File: config.mk
export PLATFORM = sky130hd
export DESIGN_NAME = cfe_seq
export DESIGN_NICKNAME = d
export VERILOG_FILES = /design/src/cfe_pkg.sv /design/src/cfe_seq.sv
export SDC_FILE = /design/constraint.sdc
export NUM_CORES = 1
export LEC_CHECK = 0
export ABC_CLOCK_PERIOD_IN_PS = 13300
export BUFFER_PORTS_ARGS = -buffer_cell sky130_fd_sc_hd__buf_2
export CAP_MARGIN = 20
export CORE_ASPECT_RATIO = 1.1
export CORE_UTILIZATION = 55
export DETAILED_ROUTE_END_ITERATION = 10
export HOLD_SLACK_MARGIN = 0.03
export PLACE_DENSITY = 0.87
export SETUP_SLACK_MARGIN = 0.05
export SYNTH_ARGS = -nofsm -noshare
export SYNTH_HDL_FRONTEND = slang
export SYNTH_SLANG_ARGS = --single-unit
File: constraint.sdc
create_clock -name clk -period 13.3 [get_ports clk]
set_clock_uncertainty 0.1 [all_clocks]
set_input_delay 1.33 -clock clk [delete_from_list [all_inputs] [get_ports clk]]
set_output_delay 1.33 -clock clk [all_outputs]
set_load 0.01 [all_outputs]
File: src/cfe_pkg.sv
// ============================================================================
// cfe_pkg: shared types and constants of the flash command emulator
// Command codes, mode encodings, register indexes and store control word.
// ============================================================================
`default_nettype none

package cfe_pkg;

    localparam int CFE_STORE_BYTES       = 131072;
    localparam int CFE_ERASE_BLOCK_BYTES = 65536;

    localparam int SIZE_W = 18;

    localparam logic [31:0] READY_DUAL = 32'h0080_0080;

    localparam logic [7:0] CODE_READ_ARRAY     = 8'hFF;
    localparam logic [7:0] CODE_READ_ARRAY_ALT = 8'hF0;
    localparam logic [7:0] CODE_READ_STATUS    = 8'h70;
    localparam logic [7:0] CODE_READ_ID        = 8'h90;
    localparam logic [7:0] CODE_CLEAR_STATUS   = 8'h50;
    localparam logic [7:0] CODE_BYTE_PROGRAM   = 8'h10;
    localparam logic [7:0] CODE_BYTE_PROG_ALT  = 8'h40;
    localparam logic [7:0] CODE_BLOCK_ERASE    = 8'h20;
    localparam logic [7:0] CODE_BUFFER_PROGRAM = 8'hE8;
    localparam logic [7:0] CODE_CONFIRM        = 8'hD0;

    localparam logic [1:0] REG_REGION_BASE  = 2'd0;
    localparam logic [1:0] REG_REGION_BYTES = 2'd1;

    typedef enum logic [1:0] {
        CMD_READ  = 2'd0,
        CMD_WRITE = 2'd1,
        CMD_RESET = 2'd2
    } cmd_t;

    typedef enum logic [1:0] {
        RM_ARRAY  = 2'd0,
        RM_STATUS = 2'd1,
        RM_ID     = 2'd2
    } read_mode_t;

    typedef enum logic [2:0] {
        WM_IDLE    = 3'd0,
        WM_BYTE    = 3'd1,
        WM_LEN     = 3'd2,
        WM_ERASE   = 3'd3,
        WM_CONFIRM = 3'd4
    } write_mode_t;

    typedef struct packed {
        logic re;
        logic we;
    } store_ctl_t;

endpackage

`default_nettype wire

File: src/cfe_seq.sv
// ============================================================================
// cfe_seq: command sequencer
// Bounds check, command state machine and byte walks over the flash array.
// ============================================================================
`default_nettype none

module cfe_seq
    import cfe_pkg::*;
#(
    parameter int STORE_BYTES       = CFE_STORE_BYTES,
    parameter int ERASE_BLOCK_BYTES = CFE_ERASE_BLOCK_BYTES
)
(
    input  wire logic                           clk,
    input  wire logic                           rst_n,
    input  wire logic                           start,
    output logic                                busy,
    input  wire logic [1:0]                     command,
    input  wire logic [63:0]                    address,
    input  wire logic [3:0]                     access_bytes,
    input  wire logic [63:0]                    write_data,
    input  wire logic [63:0]                    region_base,
    input  wire logic [SIZE_W-1:0]              region_bytes,
    output logic                                done,
    output logic      [63:0]                    read_data,
    output logic                                range_error,
    output logic                                protocol_warning,
    output store_ctl_t                          store_ctl,
    output logic      [$clog2(STORE_BYTES)-1:0] store_addr,
    output logic      [7:0]                     store_wdata,
    input  wire logic [7:0]                     store_rdata
);

    localparam int AW = $clog2(STORE_BYTES);
    localparam logic [31:0]       STORE_W = 32'(STORE_BYTES);
    localparam logic [SIZE_W-1:0] EBB_W   = SIZE_W'(ERASE_BLOCK_BYTES);
    localparam logic [AW-1:0]     LAST_IX = AW'(STORE_BYTES - 1);

    typedef enum logic [2:0] {
        S_CLEAR,
        S_IDLE,
        S_CHECK,
        S_READ,
        S_WRITE,
        S_ERASE
    } state_t;

    typedef struct packed {
        logic [31:0] status;
        read_mode_t  rm;
        write_mode_t wm;
        logic        unknown;
    } dec_t;

    function automatic dec_t decode(input logic [7:0] code, input logic [31:0] st,
                                    input read_mode_t rm, input write_mode_t wm);
        dec_t d;
        d.status  = st;
        d.rm      = rm;
        d.wm      = wm;
        d.unknown = 1'b0;
        case (code)
            CODE_READ_STATUS:  d.rm = RM_STATUS;
            CODE_READ_ID:      d.rm = RM_ID;
            CODE_CLEAR_STATUS: d.status = 32'd0;
            CODE_BYTE_PROGRAM, CODE_BYTE_PROG_ALT:
            begin
                d.wm = WM_BYTE;
                d.rm = RM_STATUS;
            end
            CODE_BLOCK_ERASE:
            begin
                d.status = READY_DUAL;
                d.wm     = WM_ERASE;
                d.rm     = RM_STATUS;
            end
            CODE_CONFIRM: d.unknown = 1'b0;
            CODE_BUFFER_PROGRAM:
            begin
                d.status = READY_DUAL;
                d.wm     = WM_LEN;
                d.rm     = RM_STATUS;
            end
            CODE_READ_ARRAY, CODE_READ_ARRAY_ALT: d.rm = RM_ARRAY;
            default: d.unknown = 1'b1;
        endcase
        return d;
    endfunction

    state_t      state_reg,        state_next;
    logic        is_read_reg,      is_read_next;
    logic [3:0]  n_reg,            n_next;
    logic [63:0] data_reg,         data_next;
    logic [63:0] off_reg,          off_next;
    logic        borrow_reg,       borrow_next;
    logic [AW-1:0] cnt_reg,        cnt_next;
    logic [AW-1:0] last_reg,       last_next;
    logic [63:0] acc_reg,          acc_next;
    logic        iss_done_reg,     iss_done_next;
    logic        rd_pend_reg,      rd_pend_next;
    logic [2:0]  rd_idx_reg,       rd_idx_next;
    logic        warn_reg,         warn_next;
    logic [31:0] status_reg,       status_next;
    read_mode_t  read_mode_reg,    read_mode_next;
    write_mode_t write_mode_reg,   write_mode_next;
    logic [16:0] pending_reg,      pending_next;
    logic        done_reg,         done_next;
    logic [63:0] read_data_reg,    read_data_next;
    logic        range_error_reg,  range_error_next;
    logic        protocol_warning_reg, protocol_warning_next;

    logic [SIZE_W-1:0] size;
    logic [SIZE_W-1:0] off_lo;
    logic [SIZE_W:0]   end_sum;
    logic [SIZE_W-1:0] rem;
    logic [SIZE_W-1:0] erase_len;
    logic              range_bad;
    logic [7:0]        code;
    logic [31:0]       status_masked;
    logic [63:0]       acc_cap;
    logic [64:0]       diff;
    dec_t              dec;

    assign size = ({{(32-SIZE_W){1'b0}}, region_bytes} < STORE_W) ?
                  region_bytes : STORE_W[SIZE_W-1:0];
    assign off_lo    = off_reg[SIZE_W-1:0];
    assign end_sum   = {1'b0, off_lo} + (SIZE_W+1)'(n_reg);
    assign range_bad = (n_reg == 4'd0) || (n_reg > 4'd8) || borrow_reg ||
                       (|off_reg[63:SIZE_W]) || (end_sum > {1'b0, size});
    assign rem       = size - off_lo;
    assign erase_len = (rem > EBB_W) ? EBB_W : rem;
    assign code      = data_reg[7:0];
    assign diff      = {1'b0, address} - {1'b0, region_base};
    assign dec       = decode(code, status_reg, read_mode_reg, write_mode_reg);

    always_comb
    begin
        status_masked = 32'd0;
        for (int k = 0; k < 4; k++)
        begin
            if (4'(k) < n_reg)
            begin
                status_masked[k*8 +: 8] = status_reg[k*8 +: 8];
            end
        end
        acc_cap = acc_reg;
        acc_cap[{rd_idx_reg, 3'b000} +: 8] = store_rdata;
    end

    always_comb
    begin
        state_next            = state_reg;
        is_read_next          = is_read_reg;
        n_next                = n_reg;
        data_next             = data_reg;
        off_next              = off_reg;
        borrow_next           = borrow_reg;
        cnt_next              = cnt_reg;
        last_next             = last_reg;
        acc_next              = acc_reg;
        iss_done_next         = iss_done_reg;
        rd_pend_next          = 1'b0;
        rd_idx_next           = rd_idx_reg;
        warn_next             = warn_reg;
        status_next           = status_reg;
        read_mode_next        = read_mode_reg;
        write_mode_next       = write_mode_reg;
        pending_next          = pending_reg;
        done_next             = 1'b0;
        read_data_next        = read_data_reg;
        range_error_next      = range_error_reg;
        protocol_warning_next = protocol_warning_reg;
        store_ctl             = '0;
        store_addr            = off_reg[AW-1:0] + cnt_reg;
        store_wdata           = 8'hFF;

        case (state_reg)
            S_CLEAR:
            begin
                store_ctl.we = 1'b1;
                store_addr   = cnt_reg;
                if (cnt_reg == LAST_IX)
                begin
                    cnt_next   = '0;
                    state_next = S_IDLE;
                end
                else
                begin
                    cnt_next = cnt_reg + 1'b1;
                end
            end

            S_IDLE:
            begin
                if (start)
                begin
                    n_next       = access_bytes;
                    data_next    = write_data;
                    is_read_next = (command == CMD_READ);
                    off_next     = diff[63:0];
                    borrow_next  = diff[64];
                    if (command == CMD_RESET)
                    begin
                        status_next     = READY_DUAL;
                        read_mode_next  = RM_ARRAY;
                        write_mode_next = WM_IDLE;
                        pending_next    = 17'd0;
                    end
                    if (command == CMD_READ || command == CMD_WRITE)
                    begin
                        state_next = S_CHECK;
                    end
                    else
                    begin
                        done_next             = 1'b1;
                        read_data_next        = 64'd0;
                        range_error_next      = 1'b0;
                        protocol_warning_next = 1'b0;
                    end
                end
            end

            S_CHECK:
            begin
                cnt_next              = '0;
                last_next             = AW'(n_reg - 4'd1);
                acc_next              = 64'd0;
                iss_done_next         = 1'b0;
                warn_next             = 1'b0;
                read_data_next        = 64'd0;
                range_error_next      = 1'b0;
                protocol_warning_next = 1'b0;
                state_next            = S_IDLE;
                if (range_bad)
                begin
                    done_next        = 1'b1;
                    range_error_next = 1'b1;
                end
                else if (is_read_reg)
                begin
                    case (read_mode_reg)
                        RM_ARRAY:  state_next = S_READ;
                        RM_STATUS:
                        begin
                            done_next      = 1'b1;
                            read_data_next = {32'd0, status_masked};
                        end
                        default:   done_next = 1'b1;
                    endcase
                end
                else
                begin
                    case (write_mode_reg)
                        WM_BYTE:
                        begin
                            status_next     = READY_DUAL;
                            write_mode_next = WM_IDLE;
                            read_mode_next  = RM_STATUS;
                            state_next      = S_WRITE;
                        end
                        WM_LEN:
                        begin
                            pending_next    = 17'(data_reg[15:0]) + 17'd1;
                            write_mode_next = WM_CONFIRM;
                            read_mode_next  = RM_STATUS;
                            done_next       = 1'b1;
                        end
                        WM_ERASE:
                        begin
                            warn_next       = (code != CODE_CONFIRM);
                            last_next       = AW'(erase_len - 1'b1);
                            status_next     = READY_DUAL;
                            write_mode_next = WM_IDLE;
                            read_mode_next  = RM_STATUS;
                            state_next      = S_ERASE;
                        end
                        WM_CONFIRM:
                        begin
                            if (pending_reg == 17'd0)
                            begin
                                done_next = 1'b1;
                                if (code != CODE_CONFIRM)
                                begin
                                    protocol_warning_next = 1'b1;
                                    status_next           = dec.status;
                                    read_mode_next        = dec.rm;
                                    write_mode_next       = dec.wm;
                                end
                                else
                                begin
                                    write_mode_next = WM_IDLE;
                                    read_mode_next  = RM_STATUS;
                                end
                            end
                            else
                            begin
                                warn_next    = (n_reg != 4'd4);
                                pending_next = pending_reg - 17'd1;
                                state_next   = S_WRITE;
                            end
                        end
                        default:
                        begin
                            done_next             = 1'b1;
                            protocol_warning_next = dec.unknown;
                            status_next           = dec.status;
                            read_mode_next        = dec.rm;
                            write_mode_next       = dec.wm;
                        end
                    endcase
                end
            end

            S_READ:
            begin
                if (!iss_done_reg)
                begin
                    store_ctl.re = 1'b1;
                    if (cnt_reg == last_reg)
                    begin
                        iss_done_next = 1'b1;
                    end
                    else
                    begin
                        cnt_next = cnt_reg + 1'b1;
                    end
                end
                rd_pend_next = !iss_done_reg;
                rd_idx_next  = cnt_reg[2:0];
                if (rd_pend_reg)
                begin
                    acc_next = acc_cap;
                    if (rd_idx_reg == last_reg[2:0])
                    begin
                        done_next      = 1'b1;
                        read_data_next = acc_cap;
                        state_next     = S_IDLE;
                    end
                end
            end

            S_WRITE, S_ERASE:
            begin
                store_ctl.we = 1'b1;
                if (state_reg == S_WRITE)
                begin
                    store_wdata = data_reg[{cnt_reg[2:0], 3'b000} +: 8];
                end
                if (cnt_reg == last_reg)
                begin
                    done_next             = 1'b1;
                    protocol_warning_next = warn_reg;
                    state_next            = S_IDLE;
                end
                else
                begin
                    cnt_next = cnt_reg + 1'b1;
                end
            end

            default: state_next = S_IDLE;
        endcase
    end

    always_ff @(posedge clk or negedge rst_n)
    begin
        if (!rst_n)
        begin
            state_reg            <= S_CLEAR;
            is_read_reg          <= 1'b0;
            n_reg                <= 4'd0;
            data_reg             <= 64'd0;
            off_reg              <= 64'd0;
            borrow_reg           <= 1'b0;
            cnt_reg              <= '0;
            last_reg             <= '0;
            acc_reg              <= 64'd0;
            iss_done_reg         <= 1'b0;
            rd_pend_reg          <= 1'b0;
            rd_idx_reg           <= 3'd0;
            warn_reg             <= 1'b0;
            status_reg           <= READY_DUAL;
            read_mode_reg        <= RM_ARRAY;
            write_mode_reg       <= WM_IDLE;
            pending_reg          <= 17'd0;
            done_reg             <= 1'b0;
            read_data_reg        <= 64'd0;
            range_error_reg      <= 1'b0;
            protocol_warning_reg <= 1'b0;
        end
        else
        begin
            state_reg            <= state_next;
            is_read_reg          <= is_read_next;
            n_reg                <= n_next;
            data_reg             <= data_next;
            off_reg              <= off_next;
            borrow_reg           <= borrow_next;
            cnt_reg              <= cnt_next;
            last_reg             <= last_next;
            acc_reg              <= acc_next;
            iss_done_reg         <= iss_done_next;
            rd_pend_reg          <= rd_pend_next;
            rd_idx_reg           <= rd_idx_next;
            warn_reg             <= warn_next;
            status_reg           <= status_next;
            read_mode_reg        <= read_mode_next;
            write_mode_reg       <= write_mode_next;
            pending_reg          <= pending_next;
            done_reg             <= done_next;
            read_data_reg        <= read_data_next;
            range_error_reg      <= range_error_next;
            protocol_warning_reg <= protocol_warning_next;
        end
    end

    assign busy             = (state_reg != S_IDLE);
    assign done             = done_reg;
    assign read_data        = read_data_reg;
    assign range_error      = range_error_reg;
    assign protocol_warning = protocol_warning_reg;

`ifndef NO_ASSERTIONS
    a_no_write_when_idle: assert property (@(posedge clk) disable iff (!rst_n)
        !busy |-> !store_ctl.we)
        else $error("store written while sequencer idle");

    a_range_error_clean: assert property (@(posedge clk) disable iff (!rst_n)
        done_reg && range_error_reg |-> !protocol_warning_reg && read_data_reg == 64'd0)
        else $error("range error word carries data or warning");

    a_upper_bytes_zero: assert property (@(posedge clk) disable iff (!rst_n)
        done_reg && n_reg != 4'd0 && n_reg < 4'd8 |->
        (read_data_reg >> {n_reg, 3'b000}) == 64'd0)
        else $error("read word has bytes beyond access size");

    a_read_pending_in_read: assert property (@(posedge clk) disable iff (!rst_n)
        rd_pend_reg |-> state_reg == S_READ)
        else $error("read data pending outside read walk");
`endif

endmodule

`default_nettype wire

## After elaboration in Yosys (flattened, before gate mapping)

Index checks and enable logic that the tools add are counted.

| word-level totals | value |
|---|---|
| bits in registers | 362 |
| latch bits | 0 |
| RAM bits | 0 |
| bits in read-only memories | 0 |
| input bits | 227 |
| logic and storage cells | 228 |
| memories | 0 |

| cells by class | value |
|---|---|
| $add $sub $neg | 10 |
| multipliers | 0 |
| div/mod/pow operators | 0 |
| $lt $le $gt $ge | 8 |
| equal/unequal tests | 44 |
| shift operators | 3 |
| muxes and demuxes | 106 |
| bitwise operators | 0 |
| reductions and logical operators | 36 |

Operators by type and width:

| operator | count |
|---|---|
| $mux W64 | 5 |
| $mux W32 | 9 |
| $mux W17 | 13 |
| $pmux W64 S3 | 1 |
| $pmux W32 S2 | 2 |
| $pmux W64 S2 | 1 |
| $pmux W32 S3 | 1 |
| $pmux W17 S2 | 2 |
| $pmux W17 S4 | 1 |
| $sub A64 B64 Y65 | 1 |
| $bwmux W64 | 1 |
| $shift A8 B8 Y64 const A | 1 |
| $shiftx A64 B7 Y8 | 1 |
| $shiftx A8 B8 Y64 | 1 |
| $mux W8 | 6 |
| $reduce_or A46 Y1 | 1 |
| $mux W3 | 15 |
| $eq A8 B8 Y1 const B | 5 |
| $sub A17 B1 Y17 const B | 2 |
| $pmux W3 S3 | 3 |
| $mux W1 | 26 |
| $eq A8 B7 Y1 const B | 3 |
| $ne A2 B2 Y1 const B | 12 |
| $add A18 B4 Y19 | 1 |
| other kinds (56) | 93 |

## Logic depth before layout (Yosys ltp)

| depth | value |
|---|---|
| depth after elaboration | 9 |
| depth in mapped cells | 26 |

## Worst setup path after synthesis

OpenSTA, ideal clock, no wires.

| timing path | value |
|---|---|
| kind | input to register |
| from | input region_bytes[17] |
| to | register last_reg[12] |
| data arrival time | 5,708 ps |
| required time | 13,059 ps |
| setup slack | 7,351 ps |
| stages on the path | 24 |
| path buffers | 3 |
| path through | buf_4 inv_2 clkbuf_1 nand2_1 ha_1 inv_1 fa_1 and4b_1 a32oi_1 nand3_1 xnor2_1 and3b_1 and4b_1 nand4_4 o21a_4 or3_1 ha_1 and3_1 nor4bb_1 clkbuf_1 nand4_1 inv_1 o311ai_1 a31oi_1 |

| on the way | value |
|---|---|
| longest elaborated chain between the ends | 9 |
| elaborated cells on any way between the ends | 11 |
| those cells by class | add/sub: 2; order compare: 3; mux: 5; reduce/logical: 1 |

Ends and longest elaborated chain:

| element | RTL line | text |
|---|---|---|
| start: declaration | cfe_seq.sv:23 | `input wire logic [SIZE_W-1:0] region_bytes,` |
| $lt A18 B18 Y1 | cfe_seq.sv:124 | `assign size = ({{(32-SIZE_W){1'b0}}, region_bytes} < STORE_W) ?` |
| $mux W18 (*) | cfe_seq.sv:124 |  |
| $sub A18 B18 Y18 | cfe_seq.sv:130 | `assign rem = size - off_lo;` |
| $gt A18 B17 Y1 | cfe_seq.sv:131 | `assign erase_len = (rem > EBB_W) ? EBB_W : rem;` |
| $mux W17 | cfe_seq.sv:131 |  |
| $sub A17 B1 Y17 | cfe_seq.sv:271 | `last_next = AW'(erase_len - 1'b1);` |
| $mux W17 | cfe_seq.sv:253 | `case (write_mode_reg)` |
| $mux W17 | cfe_seq.sv:239 | `else if (is_read_reg)` |
| $mux W17 (*) | cfe_seq.sv:234 | `if (range_bad)` |
| end signal: assignment | cfe_seq.sv:400 | `last_reg <= last_next;` |
| end: declaration | cfe_seq.sv:97 | `logic [AW-1:0] last_reg, last_next;` |

Mark *: on every way between the ends. The rest lies on a longest branch, timed or not.
A chain may end at the register's enable or synchronous reset.

## Worst setup path in the final report

| timing path | value |
|---|---|
| from | input region_bytes[17] |
| to | register last_reg[14] |

Same word-level chain as after synthesis.

==> metrics <==
vias in the first global route=approximately 21000; global-route wire length before repair=105000 um; WP buf/inv=4; die area=around 0.042 mm^2; routed len/inst=roughly 18 um; Leak=around 13 nW; initial antenna violation count=9; Synth Instances=2755; # fillers=about 3400; row count=77; total power=5.36 mW; max_cap viols=0; minimum clock period=just over 6 ns; share of synthesized registers carrying an async set or reset=between 90% and 100%; vias per inst=slightly below 6; register area share after synthesis=a little over a third; overall global routing resource usage=a little under a third; post-synth net total=3103; reg-to-reg endpoint=pending_reg[2]; Setup WS post-layout=about 7.1 ns; cell family with the largest share of critical-path delay=simple AND/OR/NAND/NOR gates; most numerous cell in the Yosys netlist=nand2_1; total number of H-tree levels=2; Core ar.=0.0406 mm^2; CTS Buffer Depth=3; Commonest cells post-synth=569 x nand2_1, 330 x dfrtp_1, 250 x o21ai_0; Worst Hold Class=reg -> reg; grt ovf=0; Layout area overhead=13.9%; pin count of the biggest net entering global routing=between 100 and 150; Critical Path Source Type=primary input; Max Transition Viols Final=0; Period Utilization, post-route=46.5%; Internal=around 3 mW; Post-synth EDFFs=0; synth warn=0; slowest CP cell=fa_1; CTS tree=done; Post-CTS Setup Bufs=0; clock sink total=331; Post-synth top flop=dfrtp_1; Setup-failing EPs final=0; Reg2Reg Launch Point=off_reg[0]; P per Cell Area=between 200 and 250 mW/mm^2; Final TNS setup=0 ns; Max Fclk=~160 MHz; Port-buffer cells=about 320; First DRT Iteration DRCs=1721; leading area contributor after synthesis=dfrtp_1; Crit. Startpoint=region_bytes[17]; clock power share=around 20%; Layout Cells excl Fill=about 3600; unrepaired setup endpoints after global routing=false; DR pass1 iterations=6; Slew @ Worst Pin=1.17 ns; sequential share of power=31.8%; Stages on worst setup path=25; Worst path most repeated cell=nand2_1; Yosys top cell area share=between 30% and 40%; CP Capture Type=flop; Place WS=about 6.7 ns; data arrival time of the critical path=~6.5 ns; layout cells sized above 1=between 15 and 20%; r2r setup slk=around 7.4 ns; Net Sw Frac=between 40% and 50%; CP max FO=18; syn avg cell area=roughly 8.3 um^2; Die X=between 150 and 200 um; hold-fix buffers at CTS=0; Ports=322; die height=roughly 220 um; top post-synthesis cells by area=dfrtp_1 36%, nand2_1 9.4%, ha_1 6.4%; kind of critical path=in -> reg; Initial Utilization=between 50% and 60%; NumNets Final=around 3300; Post-DRT Antenna Nets=0; final WL=64100 um; Worst-path clk slew=approximately 0.060 ns; Final Hold Viols=0; Sw Pwr=about 2.4 mW; Post-DP HPWL=slightly below 50000 um; Netlist cell types=between 90 and 100; worst reg2reg path depth=21; Crit path required time=13.62 ns; number of gates resized after CTS=0; CTS Buf Count=35; Seq cells post-synth=roughly 330; Logic pwr share=around 50%; Mapped Area=between 0.02 and 0.025 mm^2; vias after detailed routing=approximately 21000; Final Wtd Congestion=~0.97; DRC=0; status=finished clean; crit-path max cell delay=~0.47 ns; VDD IR max=around 0.096 mV; worst-skew pair later-pin latency=about 0.55 ns; Worst slew margin=22.2%; Critical Path End=last_reg[14]; Root Buffer=clkbuf_16; Placed Cells=approximately 3500
layout make-up:
cell class / instances / area (um^2) / share of cell area (%)
antenna: 3 / 7.51 / 0.0289
timing repair buffer: 339 / 1770 / 6.80
inverter: 154 / 578 / 2.22
clock buffer: 48 / 995 / 3.83
multi-input combinational: 2131 / 13400 / 51.7
clock inverter: 15 / 241 / 0.929
tap: 553 / 692 / 2.66
sequential: 331 / 8280 / 31.9
kinds of logic (layout without fill, tap and decap cells):
group                    Yosys count  in the layout  synth area share [%]
AO/OA/AOI/OAI                    732            732                  20.2
adder cells (fa/ha/maj)          125            125                  6.94
multiplexers                     100            100                  5.33
XOR/XNOR                         162            162                  6.25
buffers and inverters            293            556                  4.98
flip-flops                       331            331                  36.3
other                              0              3                     0
AND/OR/NAND/NOR                 1012           1012                  20.0
cells in the final DEF (no fill, tap or decap), types with 23 or more instances in the layout:
| cell | Yosys | routed |
|---|---|---|
| nor3_1 | 44 | 43 |
| xor2_1 | 62 | 62 |
| dfrtp_1 | 330 | 330 |
| a31oi_1 | 31 | 31 |
| mux2i_1 | 75 | 75 |
| ha_1 | 117 | 117 |
| o31ai_1 | 79 | 79 |
| inv_1 | 152 | 152 |
| nor2_1 | 123 | 122 |
| buf_2 | 5 | 321 |
| nor4_1 | 23 | 23 |
| nand3_1 | 70 | 70 |
| a21oi_1 | 127 | 127 |
| xnor2_1 | 99 | 99 |
| clkbuf_16 | 0 | 35 |
| nand4_1 | 39 | 39 |
| nand2b_1 | 26 | 26 |
| nand2_1 | 569 | 566 |
| o21ai_0 | 250 | 250 |
| a21o_1 | 60 | 60 |
stage by stage:
step,hold WS [ns],area [um^2],utilization (%)
2_1_floorplan,0.340,22800,-
3_3_place_gp,0.350,24700,61.0
3_5_place_dp,0.358,24700,61.0
4_1_cts,0.362,26000,64.0
5_1_grt,0.368,26000,64.1
6_report,0.367,26000,64.1
power by group through the flow:
stage	clock (mW)	sequential [mW]	combinational, mW
4_1_cts	1.06	1.69	2.57
5_1_grt	1.10	1.75	2.89
6_report	1.05	1.70	2.61
3_3_place_gp	0	1.68	2.48
2_1_floorplan	0	1.60	1.90
3_5_place_dp	0	1.71	2.55
worst reg2reg max path, cell delays in order (launching register included):
cell       delay, ns
dfrtp_1         0.43
ha_1            0.23
inv_1           0.07
fa_1            0.43
nor2b_1         0.23
o2111ai_1       0.31
nor3_1          0.32
nand4_1         0.20
nor3_1          0.22
xnor2_1         0.10
ha_1            0.30
nand3_1         0.22
nor2_1          0.20
o31a_1          0.20
o2111a_1        0.19
and4b_1         0.27
nand4_1         0.11
o21ai_1         0.37
nand2_1         0.20
a21oi_2         0.40
nand2_1         0.44
o2bb2ai_1       0.30
layer usage:
layer / wire length (um) / share of wire (%) / up-vias / track usage [%]
li1: - / - / 10200 / -
met5: 111 / 0.17 / - / 0
met3: 5100 / 7.9 / 153 / 5.33
met1: 26200 / 41 / 10000 / 38.7
met4: 2070 / 3.2 / 16 / 10.6
met2: 30600 / 48 / 891 / 51.8
worst min-delay path by stage:
stage	from	end	slack (ns)	cells past startpoint
global placement	off_reg[46]	off_reg[46]	0.35	2
CTS	iss_done_reg	rd_pend_reg	0.36	1
detailed placement	data_reg[26]	data_reg[26]	0.36	2
finish	read_data[9]	read_data[9]	0.37	2
global route	iss_done_reg	rd_pend_reg	0.37	1
floorplan	off_reg[46]	off_reg[46]	0.34	2
(Power assumes the default switching activity.)
